## config.mk

```make
export PLATFORM = sky130hd
export DESIGN_NAME = gb2312_pinyin_initial_core
export DESIGN_NICKNAME = d
export VERILOG_FILES = /design/src/gpi_pkg.sv /design/src/gb2312_pinyin_initial_core.sv /design/src/gpi_front.sv /design/src/gpi_queue.sv /design/src/gpi_back.sv
export SDC_FILE = /design/constraint.sdc
export NUM_CORES = 1
export LEC_CHECK = 0
export BUFFER_PORTS_ARGS = -buffer_cell sky130_fd_sc_hd__buf_2
export CAP_MARGIN = 5
export CORE_ASPECT_RATIO = 0.75
export CORE_MARGIN = 2
export CORE_UTILIZATION = 55
export DETAILED_ROUTE_END_ITERATION = 12
export PLACE_DENSITY = 0.79
export SLEW_MARGIN = 10
export SYNTH_ARGS = -nofsm -noshare
export SYNTH_HDL_FRONTEND = slang
export SYNTH_SLANG_ARGS = --single-unit
```

## constraint.sdc

```tcl
create_clock -name clk_i -period 3 [get_ports clk_i]
set_input_delay 0.3 -clock clk_i [delete_from_list [all_inputs] [get_ports clk_i]]
set_output_delay 0.3 -clock clk_i [all_outputs]
set_load 0.005 [all_outputs]
```

## src/gpi_pkg.sv

```systemverilog
// Shared types, constants and the initial-letter lookup for the GB2312 pinyin initial block.
package gpi_pkg;

  localparam int unsigned SpanCount = 23;
  localparam int unsigned QueueDepth = 2;
  localparam int unsigned QueuePtrW = $clog2(QueueDepth);
  localparam int unsigned QueueCntW = $clog2(QueueDepth + 1);

  localparam logic [7:0] HighBit = 8'h80;
  localparam logic [15:0] CodeFirst = 16'hB0A1;
  localparam logic [15:0] CodeLast = 16'hD7F9;

  // Lower bound of each letter span; the spans are contiguous up to CodeLast.
  localparam logic [15:0] SpanLo [SpanCount] = '{
    16'hB0A1, 16'hB0C5, 16'hB2C1, 16'hB4EE, 16'hB6EA, 16'hB7A2, 16'hB8C1, 16'hB9FE,
    16'hBBF7, 16'hBFA6, 16'hC0AC, 16'hC2E8, 16'hC4C3, 16'hC5B6, 16'hC5BE, 16'hC6DA,
    16'hC8BB, 16'hC8F6, 16'hCBFA, 16'hCDDA, 16'hCEF4, 16'hD1B9, 16'hD4D1
  };

  // ASCII lower-case letters a..z without i, u and v.
  localparam logic [7:0] SpanLetter [SpanCount] = '{
    8'h61, 8'h62, 8'h63, 8'h64, 8'h65, 8'h66, 8'h67, 8'h68,
    8'h6A, 8'h6B, 8'h6C, 8'h6D, 8'h6E, 8'h6F, 8'h70, 8'h71,
    8'h72, 8'h73, 8'h74, 8'h77, 8'h78, 8'h79, 8'h7A
  };

  typedef enum logic [1:0] {
    KIND_ASCII  = 2'd0,
    KIND_CODE   = 2'd1,
    KIND_ORPHAN = 2'd2
  } req_kind_e;

  typedef struct packed {
    req_kind_e   kind;
    logic [15:0] code;
    logic        last;
  } req_t;

  // Returns the initial letter of a double-byte code, or zero outside all spans.
  function automatic logic [7:0] initial_of(input logic [15:0] code);
    logic [7:0] letter;
    letter = '0;
    if (code >= CodeFirst && code <= CodeLast) begin
      for (int k = 0; k < SpanCount; k++) begin
        if (code >= SpanLo[k]) begin
          letter = SpanLetter[k];
        end
      end
    end
    return letter;
  endfunction

endpackage

```

## src/gb2312_pinyin_initial_core.sv

```systemverilog
// Top level of the GB2312 pinyin initial extractor.
//
// The slave stream takes one GB2312 byte per request in s_axis_tdata_i, with
// s_axis_tlast_i marking the final byte of a string. A byte with bit 7 clear
// leaves as it is; a byte with bit 7 set is held and joined with the next byte
// into a double-byte code whose lower-case pinyin initial leaves on the master
// stream. m_axis_tuser_o flags a code that falls in no span (letter zero), and
// m_axis_tlast_o closes the string. A held lead byte gives no result; a lead
// byte that carries the end mark gives one unmatched result by itself.
//
// One byte is taken every cycle while s_axis_tready_o is high. A result passes
// through the two-entry request queue and then the registered lookup stage
// before it can be taken. When the master side stalls, the queue fills and
// s_axis_tready_o drops once both entries are taken. Reset empties the queue,
// drops the held lead byte and clears the output valid.
module gb2312_pinyin_initial_core (
  input  logic       clk_i,
  input  logic       rst_ni,
  input  logic       s_axis_tvalid_i,
  output logic       s_axis_tready_o,
  input  logic [7:0] s_axis_tdata_i,   // [7:0] byte_in
  input  logic       s_axis_tlast_i,
  output logic       m_axis_tvalid_o,
  input  logic       m_axis_tready_i,
  output logic [7:0] m_axis_tdata_o,   // [7:0] letter_code
  output logic       m_axis_tuser_o,   // [0] unmatched
  output logic       m_axis_tlast_o
);

  logic          push_valid, push_ready;
  gpi_pkg::req_t push_req;
  logic          pop_valid, pop_ready;
  gpi_pkg::req_t pop_req;

  gpi_front u_front (
    .clk_i        (clk_i),
    .rst_ni       (rst_ni),
    .in_valid_i   (s_axis_tvalid_i),
    .in_byte_i    (s_axis_tdata_i),
    .in_last_i    (s_axis_tlast_i),
    .in_ready_o   (s_axis_tready_o),
    .push_valid_o (push_valid),
    .push_req_o   (push_req),
    .push_ready_i (push_ready)
  );

  gpi_queue u_queue (
    .clk_i        (clk_i),
    .rst_ni       (rst_ni),
    .push_valid_i (push_valid),
    .push_req_i   (push_req),
    .push_ready_o (push_ready),
    .pop_valid_o  (pop_valid),
    .pop_req_o    (pop_req),
    .pop_ready_i  (pop_ready)
  );

  gpi_back u_back (
    .clk_i           (clk_i),
    .rst_ni          (rst_ni),
    .req_valid_i     (pop_valid),
    .req_i           (pop_req),
    .req_ready_o     (pop_ready),
    .out_valid_o     (m_axis_tvalid_o),
    .out_letter_o    (m_axis_tdata_o),
    .out_unmatched_o (m_axis_tuser_o),
    .out_last_o      (m_axis_tlast_o),
    .out_ready_i     (m_axis_tready_i)
  );

endmodule

```

## src/gpi_front.sv

```systemverilog
// Front end: accepts bytes, pairs lead and trail bytes and classifies each request.
module gpi_front (
  input  logic          clk_i,
  input  logic          rst_ni,
  input  logic          in_valid_i,
  input  logic [7:0]    in_byte_i,
  input  logic          in_last_i,
  output logic          in_ready_o,
  output logic          push_valid_o,
  output gpi_pkg::req_t push_req_o,
  input  logic          push_ready_i
);

  logic       accept;
  logic       lead_pending_q, lead_pending_d;
  logic [7:0] held_q, held_d;

  assign in_ready_o = push_ready_i;
  assign accept = in_valid_i & push_ready_i;

  always_comb begin
    lead_pending_d = lead_pending_q;
    held_d = held_q;
    push_valid_o = 1'b0;
    push_req_o.kind = gpi_pkg::KIND_ASCII;
    push_req_o.code = {held_q, in_byte_i};
    push_req_o.last = in_last_i;
    if (accept) begin
      if (lead_pending_q) begin
        // Any byte after a lead byte is its trail byte.
        push_valid_o = 1'b1;
        push_req_o.kind = gpi_pkg::KIND_CODE;
        lead_pending_d = 1'b0;
      end else if ((in_byte_i & gpi_pkg::HighBit) == 8'h00) begin
        push_valid_o = 1'b1;
      end else if (in_last_i) begin
        push_valid_o = 1'b1;
        push_req_o.kind = gpi_pkg::KIND_ORPHAN;
      end else begin
        lead_pending_d = 1'b1;
        held_d = in_byte_i;
      end
    end
  end

  always_ff @(posedge clk_i or negedge rst_ni) begin
    if (!rst_ni) begin
      lead_pending_q <= 1'b0;
    end else begin
      lead_pending_q <= lead_pending_d;
    end
  end

  always_ff @(posedge clk_i) begin
    held_q <= held_d;
  end

endmodule

```

## src/gpi_queue.sv

```systemverilog
// Short request queue between the front end and the lookup stage.
module gpi_queue (
  input  logic          clk_i,
  input  logic          rst_ni,
  input  logic          push_valid_i,
  input  gpi_pkg::req_t push_req_i,
  output logic          push_ready_o,
  output logic          pop_valid_o,
  output gpi_pkg::req_t pop_req_o,
  input  logic          pop_ready_i
);

  gpi_pkg::req_t                   slot_q [gpi_pkg::QueueDepth];
  logic [gpi_pkg::QueuePtrW-1:0]   wr_ptr_q, wr_ptr_d;
  logic [gpi_pkg::QueuePtrW-1:0]   rd_ptr_q, rd_ptr_d;
  logic [gpi_pkg::QueueCntW-1:0]   count_q, count_d;
  logic                            do_push, do_pop;

  assign push_ready_o = (count_q != gpi_pkg::QueueCntW'(gpi_pkg::QueueDepth));
  assign pop_valid_o = (count_q != '0);
  assign pop_req_o = slot_q[rd_ptr_q];
  assign do_push = push_valid_i & push_ready_o;
  assign do_pop = pop_valid_o & pop_ready_i;

  always_comb begin
    wr_ptr_d = wr_ptr_q;
    rd_ptr_d = rd_ptr_q;
    count_d = count_q;
    if (do_push) begin
      wr_ptr_d = (wr_ptr_q == gpi_pkg::QueuePtrW'(gpi_pkg::QueueDepth - 1)) ? '0
               : wr_ptr_q + gpi_pkg::QueuePtrW'(1);
    end
    if (do_pop) begin
      rd_ptr_d = (rd_ptr_q == gpi_pkg::QueuePtrW'(gpi_pkg::QueueDepth - 1)) ? '0
               : rd_ptr_q + gpi_pkg::QueuePtrW'(1);
    end
    if (do_push && !do_pop) begin
      count_d = count_q + gpi_pkg::QueueCntW'(1);
    end else if (!do_push && do_pop) begin
      count_d = count_q - gpi_pkg::QueueCntW'(1);
    end
  end

  always_ff @(posedge clk_i or negedge rst_ni) begin
    if (!rst_ni) begin
      wr_ptr_q <= '0;
      rd_ptr_q <= '0;
      count_q <= '0;
    end else begin
      wr_ptr_q <= wr_ptr_d;
      rd_ptr_q <= rd_ptr_d;
      count_q <= count_d;
    end
  end

  always_ff @(posedge clk_i) begin
    if (do_push) begin
      slot_q[wr_ptr_q] <= push_req_i;
    end
  end

endmodule

```

## src/gpi_back.sv

```systemverilog
// Back end: range lookup of double-byte codes and the registered result stage.
module gpi_back (
  input  logic          clk_i,
  input  logic          rst_ni,
  input  logic          req_valid_i,
  input  gpi_pkg::req_t req_i,
  output logic          req_ready_o,
  output logic          out_valid_o,
  output logic [7:0]    out_letter_o,
  output logic          out_unmatched_o,
  output logic          out_last_o,
  input  logic          out_ready_i
);

  logic       out_valid_q;
  logic [7:0] letter_q, letter_d;
  logic       unmatched_q, unmatched_d;
  logic       last_q;
  logic [7:0] lookup;
  logic       load;

  assign req_ready_o = !out_valid_q || out_ready_i;
  assign load = req_valid_i & req_ready_o;
  assign lookup = gpi_pkg::initial_of(req_i.code);

  always_comb begin
    case (req_i.kind)
      gpi_pkg::KIND_ASCII: begin
        letter_d = req_i.code[7:0];
        unmatched_d = 1'b0;
      end
      gpi_pkg::KIND_CODE: begin
        letter_d = lookup;
        unmatched_d = (lookup == 8'h00);
      end
      default: begin
        letter_d = 8'h00;
        unmatched_d = 1'b1;
      end
    endcase
  end

  always_ff @(posedge clk_i or negedge rst_ni) begin
    if (!rst_ni) begin
      out_valid_q <= 1'b0;
    end else if (req_ready_o) begin
      out_valid_q <= req_valid_i;
    end
  end

  always_ff @(posedge clk_i) begin
    if (load) begin
      letter_q <= letter_d;
      unmatched_q <= unmatched_d;
      last_q <= req_i.last;
    end
  end

  assign out_valid_o = out_valid_q;
  assign out_letter_o = letter_q;
  assign out_unmatched_o = unmatched_q;
  assign out_last_o = last_q;

endmodule
```

* After elaboration in Yosys (flattened, before gate mapping)
Memory sizes are Yosys's and may differ from the RTL's.
Index checks and enable logic that the tools add are counted.
** Operators by class
- Reduce and logical (&&, ||, !) cells :: 13
- Order comparisons :: 24
- Bitwise gates (word level) :: 6
- Eq/ne operators :: 2
- Add/sub/neg operators :: 4
- Mux-type cells :: 43
** Operator list (count)
- $ge 16x16->1 const B :: 23
- $mux 7 :: 24
- $le 16x16->1 const B :: 1
- $logic_not 8->1 :: 2
- $pmux 8 s2 :: 1
- $mux 2 :: 6
- $mux 1 :: 11
- $reduce_and 4->1 :: 1
- $reduce_bool 2->1 :: 2
- $and 1x1->1 :: 3
- $logic_and 1x1->1 :: 3
- $logic_not 1->1 :: 3
- $not 1->1 :: 3
- $add 1x1->1 const B :: 2
- $add 2x1->2 const B :: 1
- $eq 2x1->1 const B :: 1
- $logic_not 2->1 :: 1
- $ne 2x2->1 const B :: 1
- $pmux 1 s2 :: 1
- $sub 2x1->2 const B :: 1
- $logic_or 1x1->1 :: 1
** Word-level totals
- Flip-flop bits (word level) :: 24
- Memories :: 1
- RAM bits :: 38
** Memory list
- u_queue.slot_q :: words 2, bits a word 19, rd ports 1, clocked after memory_dff 0, write ports 1, line gpi_queue.sv:13 : gpi_pkg::req_t slot_q [gpi_pkg::QueueDepth];

* Logic depth before layout (Yosys ltp)
Gate-level depths: netlist of run 1.
An unclocked memory read counts as a cell.
- Word-level depth :: 28
- Depth in mapped cells :: 12
- Mapped depth without buffers :: 8

* Modules after synthesis
Synthesis of run 1 repeated with hierarchy kept, for this count alone.
** Second synthesis, totals
- Cell total of the unflattened synthesis :: 290
- Area, all modules :: 3412.0 µm²
** Modules (own cells, without submodules)
- gpi_queue :: sequential area each 1241.2 µm², area an instance 1589.0 µm², times used 1, cells each 77
- gpi_back :: sequential area each 325.3 µm², area an instance 1427.6 µm², times used 1, cells each 186
- gpi_front :: sequential area each 265.3 µm², area an instance 395.4 µm², times used 1, cells each 27

* Worst setup path after synthesis of run 1
No wires, ideal clock.
- Path type :: reg2reg
- Start point :: register u_queue.rd_ptr_q
- End point :: register u_back.letter_q[1] (netlist: u_back.out_letter_o[1]), data pin
- Setup time :: 0.273 ns
- Required time :: 2.727 ns
- Arrival :: 2.049 ns
- Path slack :: 0.678 ns
- Cell stages (with the launch flop) :: 12
- Path through :: dfrtp_1 > buf_6 > buf_12 > buf_8 > nor4_2 > o221ai_1 > a211o_1 > a21o_1 > a31oi_1 > o221ai_1 > a21oi_1 > o22ai_1
** Between the ends
- Cells in the longest elaborated chain, start to end :: 26
** RTL lines
- start: declaration :: line gpi_queue.sv:15 : logic [gpi_pkg::QueuePtrW-1:0] rd_ptr_q, rd_ptr_d;
- start signal: assignment :: line gpi_queue.sv:51 : rd_ptr_q <= rd_ptr_d;
- $mem_v2 2x19 (*)
- $ge 16x16->1 :: line gpi_pkg.sv:45 : if (code >= SpanLo[k]) begin
- $mux 7 (22 in a row) :: line gpi_pkg.sv:45
- $mux 7 :: line gpi_pkg.sv:43 : if (code >= CodeFirst && code <= CodeLast) begin
- $pmux 8 s2 (*) :: line gpi_back.sv:27 : case (req_i.kind)
- net u_back.letter_d[1] :: line gpi_back.sv:16 : logic [7:0] letter_q, letter_d;
- end signal: assignment :: line gpi_back.sv:53 : letter_q <= letter_d;
- end: declaration :: line gpi_back.sv:16
Mark *: on every way through the listed nets, which the timed path passes. The rest lies on a longest branch.
A chain may end at the register's enable or synchronous reset.

* Worst setup path in the final report of run 1
Same ends and word-level chain as after synthesis.

==> summary.md, run 1 <==
| Metric | Value |
|---|---|
| Drt drc | `0` |
| Num CTS Buffers | `9` |
| CTS tree | `done` |
| First-pass GRT wire length | `15,100 µm` |
| P&R area growth vs syn | `13.4%` |
| Vias/cell | `6.60` |
| Nature of the critical path endpoint | `flip-flop` |
| Asr flop ratio synth | `9.68%` |
| Reg2Reg Capture Point | `u_back.out_letter_o[1]$_DFFE_PP_` |
| Metal3 WL | `980 µm` |
| Gate count of the mapped netlist | `333` |
| PwrDens | `965 mW/mm²` |
| Worst endpoint data arrival time | `2.87 ns` |
| Die width | `97.6 µm` |
| Final HPWL DP | `7010 µm` |
| Worst VDD drop | `0.541 mV` |
| Delay-heaviest family, CP | `compound AO/OA/AOI/OAI gates` |
| Final setup fails | `0` |
| H-tree levels | `3` |
| Post-synth EDFFs | `56` |
| Min-delay src | `s_axis_tdata_i[4]` |
| Slew @ Worst Pin | `0.676 ns` |
| Status | `finished clean` |
| DR pass1 iterations | `5` |
| Hold crit path type | `in -> reg` |
| # IOs | `25` |
| Comb pwr share | `45.1%` |
| Sum Neg Setup Slack | `0 ns` |
| Clock net sink count | `62` |
| Metal2 WL | `4060 µm` |
| Worst R2R Setup Slack | `0.20 ns` |
| Post-DR wirelength/cell | `20.2 µm` |
| Switch share | `40.9%` |
| Slowest CP cell | `dfrtp_4` |
| Initial antenna violation count | `0` |
| Num rows | `25` |
| Drt total wl | `9390 µm` |
| Sequential share of power | `36.8%` |
| CTS root buf | `clkbuf_8` |
| Max Cap Viol | `0` |
| Grt ovf | `0` |
| Crit path top cell by count | `a21oi_1` |
| Yosys Warn Count | `0` |
| Routed Antenna Nets | `0` |
| Initial core utilization | `57.2%` |
| Cell Chain, Critical Path | `buf_6 > nand4b_1 > o22a_1 > or4_1 > a2bb2oi_1 > a21oi_1 > nor3_1 > a21oi_1 > o22ai_1` |
| Most frequent cells in the layout | `edfxtp_1, a21oi_1, nand2_1` |
| I/O Buffers | `24` |
| Switch Pwr | `0.00162 W` |
| Max-slew violations | `0` |
| Clock power frac | `18.1%` |
| #FFs+latches synth | `62` |
| Setup ws final | `0.196 ns` |
| Worst r2r src | `u_queue.rd_ptr_q$_DFFE_PN0P_` |
| CP peak stage delay | `0.58 ns` |
| Synth cell types | `69` |
| Maximum fanout along the worst path | `15` |
| Max Fclk | `0.357 GHz` |
| Crit start category | `flip-flop` |
| Bufs and invs on worst path | `1` |
| Worst-case hold path end point | `u_front.held_q[4]$_DFFE_PP_` |
| Vias | `3,062` |
| DRT iter0 DRCs | `291` |
| Met1 wire length | `4130 µm` |
| Highest metal used | `met4` |
| Die area | `0.00725 mm²` |
| Reg clk slew, reported paths | `0.07 ns` |
| Clk_skew | `0.0109 ns` |
| Final period util | `93.5%` |
| Synthesized area | `0.00362 mm²` |
| RSZ-0062 raised after global routing | `no` |
| Die Span Y | `74.2 µm` |
| Internal Power | `0.00234 W` |
| Seq/Total Area, Yosys | `50.6%` |
| Slew HR | `55.0%` |
| Primary FF master, synth | `edfxtp_1` |
| Hold Crit Depth | `1` |
| Core footprint | `0.00632 mm²` |
| Nets | `392` |
| Later-pin clock latency in the skew report | `0.35 ns` |
| CP required | `3.07 ns` |
| Vias in the first global route | `2,799` |
| Largest net degree at the start of global routing | `28` |
| CTS max path bufs | `2` |
| Mean Syn Cell Area | `10.9 µm²` |
| Total global-route track usage | `27.5%` |
| Most common cell after layout, fill and taps aside | `edfxtp_1` |
| Min Tclk post-route | `2.80 ns` |
| Final count of hold timing violations | `0` |
| Routability cong. | `1.04` |
| Pre-CTS setup slack | `0.101 ns` |
| R2R depth | `9` |
| Proportion of layout cells with a drive suffix above 1 | `19.6%` |
| Critical path class | `reg -> reg` |
| Leak Pwr | `1.47 nW` |
| Ant diodes | `0` |
| Syn_nets | `347` |
power groups by stage:
stage	clock (W)	sequential (W)	combinational (W)
floorplan	0	0.00139	0.00127
global placement	0	0.00147	0.00169
detailed placement	0	0.00148	0.00169
CTS	0.000727	0.00146	0.00169
global route	0.000766	0.00149	0.00194
finish	0.000714	0.00146	0.00179
state kept, by name, indices dropped and copies added, names as in the netlist:
| signal | cells |
|---|---|
| u_queue.slot_q | 38 |
| u_back.out_last_o | 1 |
| u_front.lead_pending_q | 1 |
| u_queue.rd_ptr_q | 1 |
| u_back.out_letter_o | 8 |
| u_queue.wr_ptr_q | 1 |
| u_front.held_q | 8 |
| u_back.out_unmatched_o | 1 |
| u_queue.count_q | 2 |
| u_back.out_valid_o | 1 |
cell type report:
type                       count  area, µm²
fill                         510       2220
sequential                    62       1840
multi-input combinational    250       1650
timing repair buffer          47        299
clock buffer                  10        128
tap                           81        101
clock inverter                 6       61.3
inverter                       8       30.0
synth_stat cells (6+ instances only):
cell type	count	area [µm²]
a21oi_1	31	155
dfrtp_1	6	150
edfxtp_1	56	1680
inv_1	8	30.0
mux2i_1	13	130
nand2_1	27	101
nand2b_1	7	43.8
nand3_1	6	30.0
nor2_1	22	82.6
nor3_1	12	60.1
o21ai_0	14	70.1
o22ai_1	10	62.6
worst max path at each step:
stage                                 startpoint                          endpoint  slack, ns  depth (start not counted)
floorplan           u_queue.rd_ptr_q$_DFFE_PN0P_  u_back.out_letter_o[1]$_DFFE_PP_       0.68                         11
global placement    u_queue.rd_ptr_q$_DFFE_PN0P_  u_back.out_letter_o[0]$_DFFE_PP_       0.20                          9
detailed placement  u_queue.rd_ptr_q$_DFFE_PN0P_  u_back.out_letter_o[0]$_DFFE_PP_       0.10                          9
CTS                 u_queue.rd_ptr_q$_DFFE_PN0P_  u_back.out_letter_o[0]$_DFFE_PP_       0.09                          9
global route        u_queue.rd_ptr_q$_DFFE_PN0P_  u_back.out_letter_o[1]$_DFFE_PP_       0.01                          9
finish              u_queue.rd_ptr_q$_DFFE_PN0P_  u_back.out_letter_o[1]$_DFFE_PP_       0.20                          9
worst register-to-register path, stage by stage (launching register included):
cell,delay (ns)
dfrtp_4,0.58
buf_6,0.19
nand4b_1,0.22
o22a_1,0.29
or4_1,0.58
a2bb2oi_1,0.20
a21oi_1,0.13
nor3_1,0.07
a21oi_1,0.18
o22ai_1,0.10
through the flow:
step / std cells / hold slack, ns / area (µm²) / utilization (%) / total power [W]
after global placement: 446 / 0.133 / 3890 / 61.5 / 0.00316
after global routing: 464 / 0.139 / 4100 / 64.9 / 0.00419
after detailed placement: 446 / 0.136 / 3890 / 61.5 / 0.00317
after CTS: 463 / 0.140 / 4090 / 64.7 / 0.00389
final: 464 / 0.156 / 4100 / 64.9 / 0.00395
after floorplan: 333 / 0.00441 / 3620 / - / 0.00266
routing by layer:
| layer | GRT usage [%] | up-vias |
|---|---|---|
| met5 | 0 | - |
| met4 | 10.3 | 0 |
| met3 | 7.14 | 31 |
| met2 | 41.1 | 192 |
| met1 | 39.3 | 1424 |
| li1 | - | 1415 |
cell families after synthesis:
| family | synth area share [%] |
|---|---|
| simple gates | 18.4 |
| compound gates | 20.4 |
| flops | 50.6 |
| buf+inv | 3.87 |
| mux | 5.15 |
| xor+xnor | 1.21 |
| fa+ha+maj | 0.346 |
repair_timing:
item                       in CTS  in global routing
setup endpoints to repair       0                  2
resized for setup               0                  1
hold endpoints to repair        6                  0
buffers inserted                0                  1
hold buffers                    1                  0
Power figures use the tool's default switching activity.
==> run 2: changes to the inputs <==
==> constraint.sdc (replaced) <==
create_clock -name clk_i -period 3 [get_ports clk_i]
set_input_delay 0.6 -clock clk_i [delete_from_list [all_inputs] [get_ports clk_i]]
set_output_delay 0.6 -clock clk_i [all_outputs]
set_load 0.005 [all_outputs]
==> run 2 against run 1 <==
Sequential power barely moved; largest power group unchanged; worst hold slack got worse by 0.082 ns; final area fell by 0.24%; highest routed layer unchanged; total power barely moved; clock-buffer cell count did not move; critical path depth did not move; via count fell by 0.42%; global-route usage did not move; utilization fell by 0.16 points; sequential share of layout area rose by 0.11 points; critical path type unchanged; setup slack improved by 0.0019 ns.
==> summary.md, run 2 (synthesis results as in run 1) <==
| Metric | Value |
|---|---|
| Clk_skew | `0.0103 ns (was 0.0109 ns)` |
| Sum Neg Setup Slack | `0 ns (unchanged)` |
| # IOs | `25 (unchanged)` |
| Internal Power | `0.00234 W (about the same)` |
| Clock power frac | `18.1% (about the same)` |
| Die width | `97.6 µm (unchanged)` |
| Worst VDD drop | `0.539 mV (was 0.541 mV)` |
| Met1 GRT Util | `39.3% (unchanged)` |
| Drt total wl | `9400 µm (was 9390 µm)` |
| Final setup fails | `0 (unchanged)` |
| PwrDens | `967 mW/mm² (was 965 mW/mm²)` |
| Largest net degree at the start of global routing | `28 (unchanged)` |
| Reg clk slew, reported paths | `0.07 ns (about the same)` |
| Most common cell after layout, fill and taps aside | `edfxtp_1 (unchanged)` |
| Switch Pwr | `0.00162 W (about the same)` |
| DRT iter0 DRCs | `252 (was 291)` |
| Core footprint | `0.00632 mm² (unchanged)` |
| Slew HR | `55.8% (was 55.0%)` |
| Hold crit path type | `in -> async (was in -> reg)` |
| Clock net sink count | `62 (unchanged)` |
| Placed Area | `0.00389 mm² (unchanged)` |
| Drt drc | `0 (unchanged)` |
| Max Fclk | `0.357 GHz (about the same)` |
| Final period util | `93.4% (was 93.5%)` |
| Critical path class | `reg -> reg (unchanged)` |
| Vias in the first global route | `2,799 (unchanged)` |
| Switch share | `40.9% (about the same)` |
| First-pass GRT wire length | `15,100 µm (unchanged)` |
| Worst r2r src | `u_queue.rd_ptr_q$_DFFE_PN0P_ (unchanged)` |
| Sequential share of power | `36.8% (about the same)` |
| Routability cong. | `1.04 (unchanged)` |
| Most frequent cells in the layout | `edfxtp_1, a21oi_1, nand2_1 (unchanged)` |
| Nets | `391 (was 392)` |
| Min Tclk post-route | `2.80 ns (about the same)` |
| Power Total | `0.00395 W (about the same)` |
| Finished Layout Cells | `463 (was 464)` |
| Post-DR wirelength/cell | `20.3 µm (was 20.2 µm)` |
| P&R area growth vs syn | `13.1% (was 13.4%)` |
| Ant diodes | `0 (unchanged)` |
| Slew @ Worst Pin | `0.663 ns (was 0.676 ns)` |
| DR pass1 iterations | `5 (unchanged)` |
| Nature of the critical path endpoint | `flip-flop (unchanged)` |
| Comb pwr share | `45.1% (about the same)` |
| CTS tree | `done (unchanged)` |
| Maximum fanout along the worst path | `15 (unchanged)` |
| Later-pin clock latency in the skew report | `0.34 ns (was 0.35 ns)` |
| Final count of hold timing violations | `0 (unchanged)` |
| Crit start category | `flip-flop (unchanged)` |
| Largest Register | `u_queue.slot_q (unchanged)` |
| CTS max path bufs | `2 (unchanged)` |
| CTS root buf | `clkbuf_8 (unchanged)` |
| Initial antenna violation count | `0 (unchanged)` |
| H-tree levels | `3 (unchanged)` |
| Fillcell total | `512 (was 510)` |
| Max-slew violations | `0 (unchanged)` |
| Register Area | `0.00184 mm² (unchanged)` |
| Initial core utilization | `57.2% (unchanged)` |
| Reg2Reg Capture Point | `u_back.out_letter_o[1]$_DFFE_PP_ (unchanged)` |
| Final HPWL DP | `7010 µm (unchanged)` |
| Status | `finished clean (unchanged)` |
| Vias | `3,049 (was 3,062)` |
| CP required | `3.07 ns (about the same)` |
| Inst Count DP | `446 (unchanged)` |
| Proportion of layout cells with a drive suffix above 1 | `19.6% (about the same)` |
| RSZ-0062 raised after global routing | `no (unchanged)` |
| R2R depth | `9 (unchanged)` |
| Die area | `0.00725 mm² (unchanged)` |
| Leak Pwr | `1.47 nW (about the same)` |
| Die Span Y | `74.2 µm (unchanged)` |
| Worst endpoint data arrival time | `2.87 ns (about the same)` |
| Routed Antenna Nets | `0 (unchanged)` |
| Worst R2R Setup Slack | `0.20 ns (about the same)` |
| Max FFs per register | `38 (unchanged)` |
| Num CTS Buffers | `9 (unchanged)` |
| GRT met2 Usage | `41.1% (unchanged)` |
| Total global-route track usage | `27.5% (unchanged)` |
| I/O Buffers | `24 (unchanged)` |
| Grt ovf | `0 (unchanged)` |
| Global-route track usage on met3 | `7.14% (unchanged)` |
| Multi-input gate area | `0.00165 mm² (unchanged)` |
| Max Cap Viol | `0 (unchanged)` |
| Most crowded layer after global routing | `met2 (unchanged)` |
| Num rows | `25 (unchanged)` |
| Vias/cell | `6.59 (was 6.60)` |
| Fin area | `0.00409 mm² (was 0.00410 mm²)` |
-- run 2: cell count changes in the layout (fill, tap and decap cells not counted), sizes merged --
| cell | previous run | this run |
|---|---|---|
| dlygate4sd3 | 1 | 0 |
-- run 2: layout make-up --
cell class | count | area share [%]
multi-input combinational | 250 | 40.2
sequential | 62 | 44.9
timing repair buffer | 46 | 7.07
tap | 81 | 2.48
clock inverter | 6 | 1.50
clock buffer | 10 | 3.12
inverter | 8 | 0.734
-- run 2: critical path, stage by stage (launching register included) --
cell,delay [ns]
dfrtp_4,0.58
buf_6,0.19
nand4b_1,0.22
o22a_1,0.29
or4_1,0.58
a2bb2oi_1,0.20
a21oi_1,0.13
nor3_1,0.07
a21oi_1,0.18
o22ai_1,0.10
-- run 2: layer usage --
layer	wire length, µm	part of all wire [%]
met4	230	2.4
met5	0	0
met1	4260	45
met3	877	9.3
met2	4030	43
-- run 2: timing repair --
item	in CTS	in global routing
setup buffers	0	1
hold buffers	0	0
gates resized for setup	0	1
setup endpoints to repair	0	2
-- run 2: power by group through the flow --
stage               Clock, W  Combinational, W  Sequential [W]
finish              0.000714           0.00178         0.00146
global route        0.000766           0.00194         0.00149
CTS                 0.000727           0.00169         0.00146
detailed placement         0           0.00169         0.00148
global placement           0           0.00169         0.00147
floorplan                  0           0.00127         0.00139
-- run 2: per-stage QoR --
| step | hold slack, ns | worst slack [ns] | utilization (%) |
|---|---|---|---|
| 3_5_place_dp | 0.433 | 0.101 | 61.5 |
| 3_3_place_gp | 0.426 | 0.201 | 61.5 |
| 5_1_grt | 0.0685 | 0.0140 | 64.7 |
| 2_1_floorplan | 0.304 | 0.678 | - |
| 6_report | 0.0743 | 0.198 | 64.7 |
| 4_1_cts | 0.0627 | 0.0911 | 64.5 |
-- run 2: how the worst max path moves through the flow --
stage	startpoint	slack, ns	cells past startpoint	end
floorplan	u_queue.rd_ptr_q$_DFFE_PN0P_	0.68	11	u_back.out_letter_o[1]$_DFFE_PP_
detailed placement	u_queue.rd_ptr_q$_DFFE_PN0P_	0.10	9	u_back.out_letter_o[0]$_DFFE_PP_
finish	u_queue.rd_ptr_q$_DFFE_PN0P_	0.20	9	u_back.out_letter_o[1]$_DFFE_PP_
global placement	u_queue.rd_ptr_q$_DFFE_PN0P_	0.20	9	u_back.out_letter_o[0]$_DFFE_PP_
global route	u_queue.rd_ptr_q$_DFFE_PN0P_	0.01	9	u_back.out_letter_o[1]$_DFFE_PP_
CTS	u_queue.rd_ptr_q$_DFFE_PN0P_	0.09	9	u_back.out_letter_o[0]$_DFFE_PP_
